### config.mk
export PLATFORM = sky130hd
export DESIGN_NAME = ilff_ctrl
export DESIGN_NICKNAME = d
export VERILOG_FILES = /design/src/hdl/ilff_pkg.sv /design/src/hdl/ilff_ctrl.sv
export SDC_FILE = /design/constraint.sdc
export NUM_CORES = 1
export LEC_CHECK = 0
export BUFFER_PORTS_ARGS = -buffer_cell sky130_fd_sc_hd__buf_2
export CORE_MARGIN = 4
export CORE_UTILIZATION = 61
export DETAILED_ROUTE_END_ITERATION = 8
export MAX_ROUTING_LAYER = met4
export PLACE_DENSITY = 0.87
export SLEW_MARGIN = 20
export SYNTH_ARGS = -nofsm -noshare
export SYNTH_HDL_FRONTEND = slang
export SYNTH_SLANG_ARGS = --single-unit
export TNS_END_PERCENT = 10
### constraint.sdc
create_clock -name clk -period 5.7 [get_ports clk]
set_clock_uncertainty 0.2 [all_clocks]
set_input_delay 0.57 -clock clk [delete_from_list [all_inputs] [get_ports clk]]
set_output_delay 0.57 -clock clk [all_outputs]
set_load 0.01 [all_outputs]
### src/hdl/ilff_pkg.sv
// ----------------------------------------------------------------------------
// ilff_pkg
// Shared codes, command set and status flags of the first-fit heap allocator.
// ----------------------------------------------------------------------------
package ilff_pkg;

    localparam logic FUNC_ALLOC = 1'b0;
    localparam logic FUNC_FREE  = 1'b1;

    localparam logic [1:0] STAT_OK   = 2'd0;
    localparam logic [1:0] STAT_ZERO = 2'd1;
    localparam logic [1:0] STAT_OOM  = 2'd2;

    localparam logic [31:0] LIST_START = 32'd8;

    typedef enum logic [5:0] {
        CMD_NOP,
        CMD_CLEAR,
        CMD_LOAD,
        CMD_RD_HDR,
        CMD_RD_BPM8,
        CMD_F_WHDR,
        CMD_F_WFTR,
        CMD_M_P,
        CMD_M_F,
        CMD_M_PA,
        CMD_M_N,
        CMD_M_NA,
        CMD_M_A1,
        CMD_M_A2,
        CMD_M_B1,
        CMD_M_B2,
        CMD_M_C1,
        CMD_M_C2,
        CMD_M_C3,
        CMD_M_RET,
        CMD_S_CHK,
        CMD_G_CHK,
        CMD_G_W2,
        CMD_G_W3,
        CMD_P_C,
        CMD_P_S2,
        CMD_P_S3,
        CMD_P_S4,
        CMD_P_N2,
        CMD_FIN_OK,
        CMD_FIN_FREE,
        CMD_FIN_ZERO,
        CMD_FIN_OOM
    } cmd_t;

    typedef struct packed {
        logic clr_last;
        logic is_free;
        logic is_zero;
        logic s_end;
        logic s_fit;
        logic g_fail;
        logic split;
        logic pa;
        logic na;
    } flags_t;

endpackage

### src/hdl/ilff_ctrl.sv
// ----------------------------------------------------------------------------
// ilff_ctrl
// Sequencer for the clearing pass, free, search, grow, merge and placement.
// ----------------------------------------------------------------------------
module ilff_ctrl
    import ilff_pkg::*;
(
    input  logic   clk,
    input  logic   rst_n,
    input  logic   in_valid,
    output logic   in_stall,
    output logic   out_valid,
    input  logic   out_stall,
    input  flags_t flags,
    output cmd_t   cmd
);

    typedef enum logic [4:0] {
        S_CLEAR, S_IDLE, S_DISP, S_F1, S_F2,
        S_M0, S_M1, S_M2, S_M3, S_M4, S_M5, S_MDEC,
        S_MA2, S_MB2, S_MB3, S_MC2, S_MC3, S_MC4, S_MR0, S_MR1, S_MEND,
        S_SRCH, S_G, S_G2, S_G3, S_P0, S_P1, S_PS2, S_PS3, S_PS4, S_PN2, S_FIN
    } state_t;

    state_t state_reg, state_next;
    logic   grow_reg, grow_next;
    cmd_t   fin_reg, fin_next;
    logic   ov_reg, ov_next;
    logic   slot_free;

    assign slot_free = !ov_reg || !out_stall;

    always_comb
    begin
        state_next = state_reg;
        grow_next  = grow_reg;
        fin_next   = fin_reg;
        cmd        = CMD_NOP;
        ov_next    = ov_reg && out_stall;
        case (state_reg)
            S_CLEAR:
            begin
                cmd = CMD_CLEAR;
                if (flags.clr_last)
                begin
                    state_next = S_IDLE;
                end
            end
            S_IDLE:
            begin
                if (in_valid)
                begin
                    cmd        = CMD_LOAD;
                    grow_next  = 1'b0;
                    state_next = S_DISP;
                end
            end
            S_DISP:
            begin
                if (flags.is_free)
                begin
                    cmd        = CMD_RD_HDR;
                    state_next = S_F1;
                end
                else if (flags.is_zero)
                begin
                    fin_next   = CMD_FIN_ZERO;
                    state_next = S_FIN;
                end
                else
                begin
                    cmd        = CMD_RD_HDR;
                    state_next = S_SRCH;
                end
            end
            S_F1:
            begin
                cmd        = CMD_F_WHDR;
                state_next = S_F2;
            end
            S_F2:
            begin
                cmd        = CMD_F_WFTR;
                state_next = S_M0;
            end
            S_M0:
            begin
                cmd        = CMD_RD_BPM8;
                state_next = S_M1;
            end
            S_M1:
            begin
                cmd        = CMD_M_P;
                state_next = S_M2;
            end
            S_M2:
            begin
                cmd        = CMD_M_F;
                state_next = S_M3;
            end
            S_M3:
            begin
                cmd        = CMD_M_PA;
                state_next = S_M4;
            end
            S_M4:
            begin
                cmd        = CMD_M_N;
                state_next = S_M5;
            end
            S_M5:
            begin
                cmd        = CMD_M_NA;
                state_next = S_MDEC;
            end
            S_MDEC:
            begin
                if (flags.pa && flags.na)
                begin
                    state_next = S_MEND;
                end
                else if (flags.pa)
                begin
                    cmd        = CMD_M_A1;
                    state_next = S_MA2;
                end
                else if (flags.na)
                begin
                    cmd        = CMD_M_B1;
                    state_next = S_MB2;
                end
                else
                begin
                    cmd        = CMD_M_C1;
                    state_next = S_MC2;
                end
            end
            S_MA2:
            begin
                cmd        = CMD_M_A2;
                state_next = S_MEND;
            end
            S_MB2:
            begin
                cmd        = CMD_RD_BPM8;
                state_next = S_MB3;
            end
            S_MB3:
            begin
                cmd        = CMD_M_B2;
                state_next = S_MR0;
            end
            S_MC2:
            begin
                cmd        = CMD_RD_HDR;
                state_next = S_MC3;
            end
            S_MC3:
            begin
                cmd        = CMD_M_C2;
                state_next = S_MC4;
            end
            S_MC4:
            begin
                cmd        = CMD_M_C3;
                state_next = S_MR0;
            end
            S_MR0:
            begin
                cmd        = CMD_RD_BPM8;
                state_next = S_MR1;
            end
            S_MR1:
            begin
                cmd        = CMD_M_RET;
                state_next = S_MEND;
            end
            S_MEND:
            begin
                if (grow_reg)
                begin
                    state_next = S_P0;
                end
                else
                begin
                    fin_next   = CMD_FIN_FREE;
                    state_next = S_FIN;
                end
            end
            S_SRCH:
            begin
                cmd = CMD_S_CHK;
                if (flags.s_end)
                begin
                    state_next = S_G;
                end
                else if (flags.s_fit)
                begin
                    state_next = S_P0;
                end
            end
            S_G:
            begin
                cmd = CMD_G_CHK;
                if (flags.g_fail)
                begin
                    fin_next   = CMD_FIN_OOM;
                    state_next = S_FIN;
                end
                else
                begin
                    state_next = S_G2;
                end
            end
            S_G2:
            begin
                cmd        = CMD_G_W2;
                state_next = S_G3;
            end
            S_G3:
            begin
                cmd        = CMD_G_W3;
                grow_next  = 1'b1;
                state_next = S_M0;
            end
            S_P0:
            begin
                cmd        = CMD_RD_HDR;
                state_next = S_P1;
            end
            S_P1:
            begin
                cmd        = CMD_P_C;
                state_next = flags.split ? S_PS2 : S_PN2;
            end
            S_PS2:
            begin
                cmd        = CMD_P_S2;
                state_next = S_PS3;
            end
            S_PS3:
            begin
                cmd        = CMD_P_S3;
                state_next = S_PS4;
            end
            S_PS4:
            begin
                cmd        = CMD_P_S4;
                fin_next   = CMD_FIN_OK;
                state_next = S_FIN;
            end
            S_PN2:
            begin
                cmd        = CMD_P_N2;
                fin_next   = CMD_FIN_OK;
                state_next = S_FIN;
            end
            S_FIN:
            begin
                if (slot_free)
                begin
                    cmd        = fin_reg;
                    ov_next    = 1'b1;
                    state_next = S_IDLE;
                end
            end
            default:
            begin
                state_next = S_IDLE;
            end
        endcase
    end

    always_ff @(posedge clk or negedge rst_n)
    begin
        if (!rst_n)
        begin
            state_reg <= S_CLEAR;
            grow_reg  <= 1'b0;
            fin_reg   <= CMD_FIN_FREE;
            ov_reg    <= 1'b0;
        end
        else
        begin
            state_reg <= state_next;
            grow_reg  <= grow_next;
            fin_reg   <= fin_next;
            ov_reg    <= ov_next;
        end
    end

    assign in_stall  = (state_reg != S_IDLE);
    assign out_valid = ov_reg;

endmodule

# == Yosys cells after proc, flatten, opt, wreduce, memory -nomap -nowiden ==
# Index checks and enable logic that the tools add are counted.
# word_totals
inputBits,13
elab_cells,92
regBits,13
# op_classes
n_eq_ne,40
n_mux,31
n_reduce_logical,17
# op_table
cell,count
$pmux 6 s28,1
$pmux 5 s28,1
$eq 5x5->1 const B,16
$mux 5,10
$eq 5x4->1 const B,8
$mux 6,5
$pmux 6 s4,1
$eq 5x3->1 const B,4
$ne 2x2->1 const B,7
$eq 5x2->1 const B,2
$mux 2,5
$reduce_or 2->1,5
$mux 4,2
$mux 3,2
$eq 5x1->1 const B,1
$logic_not 5->1,1
$ne 5x1->1 const B,1
$reduce_and 5->1,1
$reduce_and 4->1,1
$reduce_bool 4->1,1
$mux 1,3
$ne 3x3->1 const B,1
$reduce_or 3->1,1
$logic_and 1x1->1,2
other kinds (5),6

# == Longest topological paths before layout ==
# Gate-level depths: netlist of the first run.
# logic_depth
depth_word,4
depth_mapped,7

# == Worst setup path before layout of the first run ==
# OpenSTA, ideal clock, no wires.
# synth_timing
kind,reg-to-output
start,register state_reg[0]
end,output cmd[0]
arrival_ns,1.478
path_stages_with_launch,7
slack_ns,3.452
n_path_buf,2
cell_sequence,dfrtp_1 buf_2 buf_1 nor2_1 a21oi_1 o22ai_1 a221o_1
# synth_via
elab_chain_cells,3
# synth_lines
item,line_no,rtl
from (decl),ilff_ctrl.sv:25,"state_t state_reg, state_next;"
from (signal assigned),ilff_ctrl.sv:285,state_reg <= state_next;
$eq 5x5->1 (tied with other cells),ilff_ctrl.sv:40,case (state_reg)
$reduce_or 3->1 (no line) or $reduce_or 2->1 (tied branches),--,
$pmux 6 s28 (*),ilff_ctrl.sv:40,
to (decl),ilff_ctrl.sv:15,output cmd_t cmd
# Mark *: on every way between the ends. The rest lies on a longest branch, timed or not.

# == Worst setup path after layout of the first run ==
# layout_timing
start,register state_reg[2]
end,output cmd[2]
# The elaborated chain is that of the path after synthesis.

==> results.md, run 1 <==
- Outcome: finished, final reports clean
- RSZ-0062 raised after global routing: false
- Depth of the worst hold-timing path: 1
- Port Buffers: 20
- Max_slew headroom: ~34%
- Leading post-synthesis cells by cell area: dfrtp_1 (17%), o21ai_0 (6.8%), nor2b_1 (6.2%), a21oi_1 (5.7%), nand2_1 (4.8%)
- Iter 0 DRT Violations: approximately 100
- Kind of critical path: flop to output pin
- Crit path time final: ~3.3 ns
- Inst Count DP: 217
- Hold Path Sink: fin_reg[0]$_DFFE_PN0P_
- Vias/cell: between 6 and 7
- Library cells used by synthesis: between 40 and 50
- Startpoint Class: flop
- Overflow after GRT: 0
- I/O pins: 21
- R2R setup slack: 3.07 ns
- Worst VDD drop: 0.464 mV
- Psw: 0.000482 W
- H-tree levels: 1
- FP Rows: 16
- Least-Margin Pin Slew: 0.989 ns
- First-pass GRT wire length: between 6 and 7 mm
- Remaining antenna violation count after routing: 0
- GRT Resource Usage Total: around 28%
- Crit-path max cell delay: slightly below 1 ns
- Die width: 54.5 microns
- Synthesis warning total: 0
- Min-delay src: fin_reg[0]$_DFFE_PN0P_
- Top cell type's share of synthesized area: 17.1%
- Clock group share of total power: a little under 6%
- Mapped cell area: ~1300 sq um
- Non-filler instance count after layout: between 200 and 250
- Hold Violations, Final: 0
- Fin Hold WS: about 0.33 ns
- Syn_nets: 200
- Diodes inserted: 0
- Area Growth Syn to Fin: 8.73%
- Crit. Startpoint: state_reg[2]$_DFFE_PN0P_
- Largest net degree at the start of global routing: 36
- Via count: 1505
- Slew Limit Fails: 0
- Top cells by count, synth: o21ai_0 (18), nand2_1 (17), a21oi_1 (15), nor2_1 (13), nor2b_1 (13)
- Crit-path max FO: 35
- Final setup fails: 0
- Clock Root Buffer: clkbuf_4
- Synth Instances: roughly 180
- Hold-fix buffers at CTS: 1
- R2R cell count: 5
- Critical-path cell list: and2_1 > nand4_1 > a21oi_1 > a22oi_1 > nand2_1 > buf_2
- R2r endpoint: state_reg[4]$_DFFE_PN0P_
- Post-layout nets: approximately 210
- Utilization after layout: 71.6%
- Comb pwr share: about two thirds
- Top-count cell post-synth: o21ai_0
- Critical Path AT: around 2.5 ns
- Fillers: between 150 and 200
- CTS max path bufs: 2
- Fin crit share: 57.3%
- Tightest Hold Check Type: flop to flop
- Clock Latency Late Sink: between 0.2 and 0.3 ns
- Clock buffer count from CTS: 3
- F_max: between 300 and 400 MHz
- Critical path capture point type: output pin
- Worst-path clk slew: around 0.07 ns
- Clock sinks: 11
- Pint: 0.000409 W
- # resized after CTS: 0
- Share of layout cells above drive strength 1: between 10% and 20%
- Setup TNS: 0 ns
- RR Startpoint: state_reg[2]$_DFFE_PN0P_
- Most area-hungry cell type in the Yosys netlist: dfrtp_1
- Crit path max-delay cell type: dfrtp_1
- Initial antenna violation count: 0
- DR WL/cell: ~17 microns
- CTS tree: yes
- Max reg flops: 5
- Vias in the first global route: about 1400
- Drt pass-1 iters: 5
- DIE HEIGHT: approximately 54 microns
- Core region area: roughly 2000 sq um
- Die footprint: ~3000 sq um
- Power Dens Cells: slightly above 600 nW/um^2
- Post-CTS Setup Bufs: 0
- Sw Share: between 50% and 60%
- DRC viols: 0
- Total of max-cap violations: 0
- Syn Area/Cell: roughly 7 sq um
- #FFs+latches synth: 11
- Number of flops mapped to enable cells by yosys: 0
- CP Data Required Time: 4.93 ns
- Drt total wl: approximately 3.8 mm
- Seq pwr share: 29.1%
- GPL Wtd Cong: about 0.9
- Starting Density: between 60% and 70%
- Post-DP HPWL: roughly 2.7 mm
- Fraction of registers with async set/reset: 100%
- Predominant post-synthesis flop cell: dfrtp_1
- Seq/Total Area, Yosys: around a fifth
- Leak pwr: 0.617 nW
## cell usage in the layout, fill, tap and decap left out, types with 2 or more instances in the layout
master	Yosys	final
a211oi_1	2	2
a21oi_1	15	15
a22oi_1	2	2
a2bb2oi_1	2	2
a31oi_1	3	3
a32oi_1	3	3
and2_1	2	2
buf_2	5	20
clkbuf_4	0	3
dfrtp_1	9	9
dfstp_2	2	2
ha_1	3	3
inv_1	6	6
nand2_1	17	17
nand2b_1	5	5
nand3_1	3	3
nand4_1	5	5
nor2_1	13	13
nor2b_1	13	13
nor3_1	6	6
o211ai_1	2	2
o21a_1	2	2
o21ai_0	18	18
o221ai_1	3	3
o22a_1	2	2
o22ai_1	2	2
o32a_1	2	2
or2_2	3	3
or3_1	5	5
## worst max-delay path, delay by kind of cell (launching register included)
kind / cells / cell delay (ns)
flip-flops: 1 / 0.99
AO/OA/AOI/OAI: 2 / 0.55
AND/OR/NAND/NOR: 3 / 0.55
buffers and inverters: 1 / 0.13
## power by group through the flow
stage | Combinational (W) | Sequential (W) | Clock [W]
6_report | 0.000580 | 0.000259 | 0.0000519
2_1_floorplan | 0.000525 | 0.000148 | 0
4_1_cts | 0.000570 | 0.000251 | 0.0000531
3_3_place_gp | 0.000547 | 0.000248 | 0
3_5_place_dp | 0.000566 | 0.000252 | 0
5_1_grt | 0.000638 | 0.000267 | 0.0000574
## per-layer routing
metal,vias up,wire [microns],track usage [%]
met5,-,0,-
met4,0,102,9.54
met3,18,305,7.36
met2,93,1880,47.4
met1,689,1510,32.7
li1,705,-,-
## worst max path at each step
stage / slack (ns) / to
3_5_place_dp: 2.81 / cmd[2]
3_3_place_gp: 2.94 / cmd[3]
2_1_floorplan: 3.45 / cmd[0]
4_1_cts: 2.50 / cmd[2]
5_1_grt: 2.23 / cmd[3]
6_report: 2.43 / cmd[2]
## final cells by class
cell class,count,area (sq um),share of cell area [%]
Clock buffer,4,26.3,1.83
Inverter,7,26.3,1.83
Multi-Input combinational cell,151,952,66.4
Sequential cell,11,278,19.4
Tap cell,27,33.8,2.36
Timing Repair Buffer,22,118,8.20
## metrics by stage
stage	worst slack (ns)	area, sq um	total power [W]
floorplan	3.45	1320	0.000673
global placement	2.94	1400	0.000796
detailed placement	2.81	1400	0.000818
CTS	2.50	1430	0.000874
global route	2.23	1430	0.000963
finish	2.43	1430	0.000891
## kinds of logic (layout without fill, tap and decap cells)
kind of cell / count (synthesis) / after routing / share of synthesized area, %
fa+ha+maj: 3 / 3 / 2.85
buf+inv: 22 / 33 / 6.74
flops: 11 / 11 / 21.1
simple gates: 77 / 77 / 30.8
mux: 2 / 2 / 1.90
xor+xnor: 1 / 1 / 0.664
compound gates: 68 / 68 / 36.0
Power figures use the tool's default switching activity.
==> run 2, diff against run 1 <==
ABC_AREA = 1   (was not set)
CORE_UTILIZATION = 56   (was 61)
PLACE_DENSITY = 0.81   (was 0.87)
clock period = 3.2 ns   (was 5.7 ns; I/O delays follow)
==> results.md, run 2 <==
- Fin Hold WS: 0.0938 ns (-0.237 ns)
- CP Data Required Time: 2.68 ns (-2.25 ns)
- Psw: 0.000824 W (+71%)
- Post-DP HPWL: 3.52 mm (+29%)
- I/O pins: 21 (unchanged)
- Pint: 0.000598 W (+46%)
- Least-Margin Pin Slew: 0.483 ns (-0.506 ns)
- CTS tree: yes
- Crit path max-delay cell type: dfrtp_1
- Fillers: 226 (+40%)
- Syn_nets: 259 (+30%)
- Share of layout cells above drive strength 1: 13.9% (-3.6 points)
- Final setup fails: 0 (unchanged)
- Die width: 56.4 microns (+3.5%)
- Fin area: 1480 sq um (+3.5%)
- Syn Area/Cell: 5.40 sq um (-25%)
- Power Dens Cells: 959 nW/um^2 (+54%)
- Top-count cell post-synth: nand2_1
- Crit path max-delay family: simple AND/OR/NAND/NOR gates
- Port Buffers: 20 (unchanged)
- Slew Limit Fails: 0 (unchanged)
- Crit-path max FO: 7 (-80%)
- Synthesis warning total: 0 (unchanged)
- Drt total wl: 4.42 mm (+16%)
- Leak pwr: 0.943 nW (+53%)
- Top cell type's share of synthesized area: 22.9% (+5.8 points)
- Largest net degree at the start of global routing: 19 (-47%)
- Die footprint: 3180 sq um (+7.1%)
- Drt pass-1 iters: 5 (unchanged)
- Sw Share: 58.0% (+3.8 points)
- Core region area: 2210 sq um (+10%)
- Seq pwr share: 19.9% (-9.2 points)
- Number of flops mapped to enable cells by yosys: 0 (unchanged)
- Setup TNS: 0 ns (unchanged)
- Crit-path max cell delay: 0.49 ns (-0.50 ns)
- Starting Density: 59.3% (-6.6 points)
- Overflow after GRT: 0 (unchanged)
- Leading post-synthesis cells by cell area: nand2_1 (23%), dfrtp_1 (17%), nor2_1 (15%), nand3_1 (10%), inv_1 (7.2%)
- DIE HEIGHT: 56.4 microns (+3.5%)
- Fraction of registers with async set/reset: 100% (unchanged)
- Max_slew headroom: 67.8% (+34 points)
- # resized after CTS: 0 (unchanged)
- Post-DP Area: 1450 sq um (+3.5%)
- Via count: 1742 (+16%)
- GPL Wtd Cong: 1.13 (+25%)
- R2R setup slack: 0.97 ns (-2.10 ns)
- Iter 0 DRT Violations: 167 (+65%)
- #FFs+latches synth: 11 (unchanged)
- Critical-path cell list: nand2_1 > inv_2 > nand2_1 > nor2_1 > inv_1 > nor2_1 > nor3b_1 > nand4_1 > buf_2
- Top cells by count, synth: nand2_1 (80), nor2_1 (52), nand3_1 (27), inv_1 (25), dfrtp_1 (9)
- Comb pwr share: 73.1% (+8.0 points)
- First-pass GRT wire length: 6.98 mm (+16%)
- Crit path time final: 2.66 ns
- Clock buffer count from CTS: 3 (unchanged)
- Initial antenna violation count: 0 (unchanged)
- DRC viols: 0 (unchanged)
- Seq/Total Area, Yosys: 21.2% (+0.12 points)
- Most frequent cells in the layout: nand2_1 (80), nor2_1 (52), nand3_1 (27)
- Clock sinks: 11 (unchanged)
- Vias/cell: 5.91 (-13%)
- Critical Path AT: 2.14 ns (-0.36 ns)
- Kind of critical path: flop to output pin
- Most area-hungry cell type in the Yosys netlist: nand2_1
- Mapped cell area: 1310 sq um (-0.57%)
- Worst-path clk slew: 0.07 ns (about the same)
- Hold Violations, Final: 0 (unchanged)
- Post-layout nets: 284 (+34%)
- Remaining antenna violation count after routing: 0 (unchanged)
- Predominant post-synthesis flop cell: dfrtp_1
- CP Buf/Inv Count: 3 (+2)
- Tightest Hold Check Type: input port to flop
- Library cells used by synthesis: 22 (-55%)
- Clock Latency Late Sink: 0.29 ns (+0.03 ns)
- GRT Resource Usage Total: 28.6% (+0.30 points)
- H-tree levels: 1 (unchanged)
- Critical path capture point type: output pin
- Max reg flops: 5 (unchanged)
- Synth Instances: 243 (+32%)
- Total of max-cap violations: 0 (unchanged)
- Fin crit share: approximately 83%
- RSZ-0062 raised after global routing: false
- Non-filler instance count after layout: 295 (+33%)
- Area Growth Syn to Fin: 13.2%
- Startpoint Class: flop
- Clock Root Buffer: clkbuf_4
- Outcome: finished, final reports clean
- Diodes inserted: 0 (unchanged)
- F_max: ~380 MHz
- Power Total: 0.00142 W (+60%)
- Vias in the first global route: 1540 (+11%)
- Worst VDD drop: 0.692 mV (+49%)
- Commonest non-fill, non-tap cell in the layout: nand2_1
- Inst Count DP: 290 (+34%)
- DR WL/cell: 15.0 microns (-12%)
- FP Rows: 17 (+1)
- Clock group share of total power: 7.1% (+1.3 points)
- CTS max path bufs: 2 (unchanged)
## run 2: cell count changes in the layout (fill, tap and decap cells not counted), sizes merged, moves of 3 or more
| cell | delta |
|---|---|
| a21oi | -9 |
| a31oi | -3 |
| a32oi | -3 |
| inv | +20 |
| nand2 | +64 |
| nand2b | -5 |
| nand3 | +28 |
| nor2 | +41 |
| nor2b | -13 |
| o211ai | -3 |
| o21ai | -10 |
| o221ai | -3 |
| or3 | -5 |
## run 2: layer usage
layer | GRT usage (%) | vias to the layer above | wire length (microns)
met5 | - | - | 0
met2 | 41.2 | 152 | 1780
met1 | 37.3 | 722 | 1680
met4 | 10.5 | 0 | 241
met3 | 9.43 | 36 | 713
li1 | - | 832 | -
## run 2: stage by stage
stage / util [%] / setup slack (ns)
floorplan: - / 1.37
global placement: 65.4 / 0.923
detailed placement: 65.4 / 0.911
CTS: 67.1 / 0.600
global route: 67.1 / 0.368
finish: 67.1 / 0.544
## run 2: what timing repair did
action | in CTS | in global routing
hold buffers | 1 | 0
endpoints found under the hold margin | 11 | 0
buffers inserted | 0 | 0
## run 2: power by group through the flow
stage / sequential (W) / combinational, W / clock (W)
floorplan: 0.000262 / 0.000716 / 0
global placement: 0.000280 / 0.00102 / 0
detailed placement: 0.000282 / 0.00100 / 0
CTS: 0.000280 / 0.00101 / 0.000102
global route: 0.000293 / 0.00113 / 0.000107
finish: 0.000283 / 0.00104 / 0.000101
## run 2: final timing paths
path | cells past startpoint | startpoint | to
min in group asynchronous | 2 | rst_n | state_reg[3]$_DFFE_PN0P_
hold / removal | 3 | out_stall | out_valid$_DFF_PN0_
hold reg to reg | 2 | fin_reg[4]$_DFFE_PN1P_ | fin_reg[4]$_DFFE_PN1P_
setup reg to reg | 7 | state_reg[4]$_DFFE_PN0P_ | state_reg[0]$_DFFE_PN0P_
max in group asynchronous | 2 | rst_n | fin_reg[1]$_DFFE_PN1P_
setup / recovery | 9 | state_reg[0]$_DFFE_PN0P_ | cmd[2]
## run 2: worst min-delay path, cell delays in order
cell and delay [ns]:
buf_2 0.07, nand2_1 0.08, nand2_1 0.08
## run 2: logic make-up (layout without fill, tap and decap cells)
group | after synthesis | count (layout) | synth area share (%)
and+or+nand+nor | 181 | 181 | 59.6
buffers and inverters | 30 | 54 | 8.87
AOI/OAI and AO/OA | 18 | 18 | 7.44
DFF | 11 | 11 | 21.2
adders and majority gates | 3 | 3 | 2.86
## run 2: final cells by class
type                       instances  area, sq um  area share [%]
inverter                          27          101            6.83
sequential                        11          278            18.7
timing repair buffer              23          125            8.43
clock inverter                     1         5.00           0.337
multi-input combinational        202          917            61.8
clock buffer                       3         22.5            1.52
tap                               28         35.0            2.36
==> run 3, diff against run 2 <==
ABC_AREA = 0   (was 1)
CORE_UTILIZATION = 51   (was 56)
PLACE_DENSITY = 0.78   (was 0.81)
clock period = 2.15 ns   (was 3.2 ns; I/O delays follow)
==> results.md, run 3 (synthesis results as in run 1) <==
- CP Data Required Time: 1.74 ns (-0.94 ns)
- Tightest Hold Check Type: input port to flop
- Via count: 1631 (-6.4%)
- Critical Path AT: 1.79 ns (-0.35 ns)
- Crit-path max FO: 14 (+7)
- Critical-path cell list: buf_12 > and3b_2 > nor3_2 > a311oi_2 > a211oi_2 > nand2_1 > buf_2
- I/O pins: 21 (unchanged)
- Iter 0 DRT Violations: 116 (-31%)
- Min-delay src: out_stall
- CTS tree: yes
- Power Dens Cells: 1730 nW/um^2 (+81%)
- Clock sinks: 11 (unchanged)
- Drt pass-1 iters: 5 (unchanged)
- Share of layout cells above drive strength 1: 33.6% (+20 points)
- Startpoint Class: flop
- CP Buf/Inv Count: 2 (-1)
- Met3 usage: 4.61% (-4.8 points)
- Slew Limit Fails: 0 (unchanged)
- Vias in the first global route: 1373 (-11%)
- Area Growth Syn to Fin: 33.1%
- Fin Hold WS: 0.00867 ns (-0.0851 ns)
- FP Rows: 18 (+1)
- Overflow after GRT: 0 (unchanged)
- DR WL/cell: 18.4 microns (+23%)
- Max_slew headroom: 77.8% (+10 points)
- Crit path max-delay family: simple AND/OR/NAND/NOR gates
- H-tree levels: 1 (unchanged)
- Core region area: 2480 sq um (+12%)
- Met1 usage: 35.8% (-1.5 points)
- Total of max-cap violations: 0 (unchanged)
- Grt peak-use layer: met2
- Commonest non-fill, non-tap cell in the layout: buf_2
- Fin area: 1760 sq um (+18%)
- Least-Margin Pin Slew: 0.329 ns (-0.155 ns)
- Failing checks: setup timing
- Fin crit share: 102%
- Post-DP Area: 1510 sq um (+4.7%)
- Initial antenna violation count: 0 (unchanged)
- Remaining antenna violation count after routing: 0 (unchanged)
- DRC viols: 0 (unchanged)
- R2R setup slack: -0.01 ns (-0.98 ns)
- Die width: 58.9 microns (+4.4%)
- Crit-path max cell delay: 0.43 ns (-0.06 ns)
- Setup TNS: -0.128 ns (-0.128 ns)
- DIE HEIGHT: 58.9 microns (+4.4%)
- Clock buffer count from CTS: 3 (unchanged)
- RSZ-0062 raised after global routing: true
- Worst VDD drop: 1.16 mV (+68%)
- GPL Wtd Cong: 0.982 (-13%)
- Diodes inserted: 0 (unchanged)
- R2r endpoint: state_reg[4]$_DFFE_PN0P_
- Vias/cell: 6.60 (+12%)
- Drt total wl: 4.54 mm (+2.8%)
- Post-layout nets: 234 (-18%)
- Clock Latency Late Sink: 0.27 ns (-0.02 ns)
- Critical path capture point type: output pin
- Clock Root Buffer: clkbuf_4
- R2R cell count: 5 (-2)
- Largest net degree at the start of global routing: 33 (+14)
- Max reg flops: 5 (unchanged)
- Depth of the worst hold-timing path: 3 (unchanged)
- Utilization after layout: 70.9% (+3.8 points)
- Kind of critical path: flop to output pin
- Die footprint: 3460 sq um (+8.9%)
- Final WS setup: -0.0530 ns (-0.597 ns)
- Hold Violations, Final: 0 (unchanged)
- Crit path max-delay cell type: dfrtp_1
- Most frequent cells in the layout: buf_2 (20), nand2_1 (17), o21ai_0 (16), buf_4 (16), a21oi_1 (13)
- Port Buffers: 20 (unchanged)
- F_max: roughly 450 MHz
- GRT Resource Usage Total: 25.9% (-2.8 points)
- Worst-path clk slew: 0.07 ns (about the same)
- Crit path time final: between 2 and 2.5 ns
- Post-DP HPWL: 2.98 mm (-15%)
- Starting Density: 53.2% (-6.0 points)
- CTS max path bufs: 2 (unchanged)
- M2 GR Usage: 38.8% (-2.4 points)
- Final setup fails: 4 (+4)
- Leak pwr: 0.772 nW (-18%)
- First-pass GRT wire length: 6.74 mm (-3.4%)
- Outcome: complete, but fails checks
- RR Startpoint: state_reg[2]$_DFFE_PN0P_
- Hold Path Sink: out_valid$_DFF_PN0_
==> run 3: cell types whose count changed in the layout (fill, tap and decap cells not counted), moves of 4 or more <==
cell      change
nand3_2       -4
nand3_1      -24
a21oi_1       +7
buf_4        +14
or3_1         +5
nor2_1       -42
nor2b_1      +11
o21ai_0      +10
nand2b_1      +4
inv_1        -19
nand2_1      -63
==> run 3: how the worst max path moves through the flow <==
stage	from	end	slack, ns	depth (start not counted)
floorplan	state_reg[2]$_DFFE_PN0P_	state_reg[4]$_DFFE_PN0P_	0.08	5
global placement	state_reg[2]$_DFFE_PN0P_	state_reg[4]$_DFFE_PN0P_	0.09	5
detailed placement	state_reg[2]$_DFFE_PN0P_	state_reg[4]$_DFFE_PN0P_	0.04	5
CTS	state_reg[3]$_DFFE_PN0P_	cmd[2]	-0.05	8
global route	state_reg[0]$_DFFE_PN0P_	cmd[0]	-0.13	6
finish	state_reg[2]$_DFFE_PN0P_	cmd[2]	-0.05	7
==> run 3: per-layer routing <==
| layer | wire [microns] | vias up |
|---|---|---|
| met5 | 0 | - |
| met4 | 127 | 0 |
| met3 | 475 | 16 |
| met2 | 2150 | 99 |
| met1 | 1790 | 761 |
| li1 | - | 755 |
==> run 3: what timing repair did <==
action	CTS	global route
gates cloned	1	1
pin swaps	0	5
gates resized for setup	9	14
setup endpoints to repair	6	12
hold endpoints to repair	11	0
setup buffers	0	10
hold buffers	1	0
==> run 3: worst min-delay path, delay by kind of cell <==
family | cells | cell delay (ns)
AND/OR/NAND/NOR | 2 | 0.13
buffers and inverters | 1 | 0.11
==> run 3: cell type report <==
cell class | instances | area (sq um)
flip-flops and latches | 11 | 280
well taps | 30 | 37.5
repair buffers | 44 | 370
inverters | 7 | 28.8
multi-input cells | 151 | 1010
clock buffers | 4 | 26.3
fillers | 190 | 722
==> run 3: per-stage QoR <==
stage	instances	setup slack, ns	power (W)
final	247	-0.0530	0.00304
after global routing	247	-0.129	0.00324
after CTS	236	-0.0534	0.00268
after detailed placement	230	0.0405	0.00239
after global placement	230	0.0948	0.00236
after floorplan	184	0.0759	0.00178
==> run 3: power breakdown <==
| group | internal [W] | switching, W |
|---|---|---|
| clock | 0.0000719 | 0.0000711 |
| combinational | 0.00115 | 0.00129 |
| sequential | 0.000322 | 0.000131 |
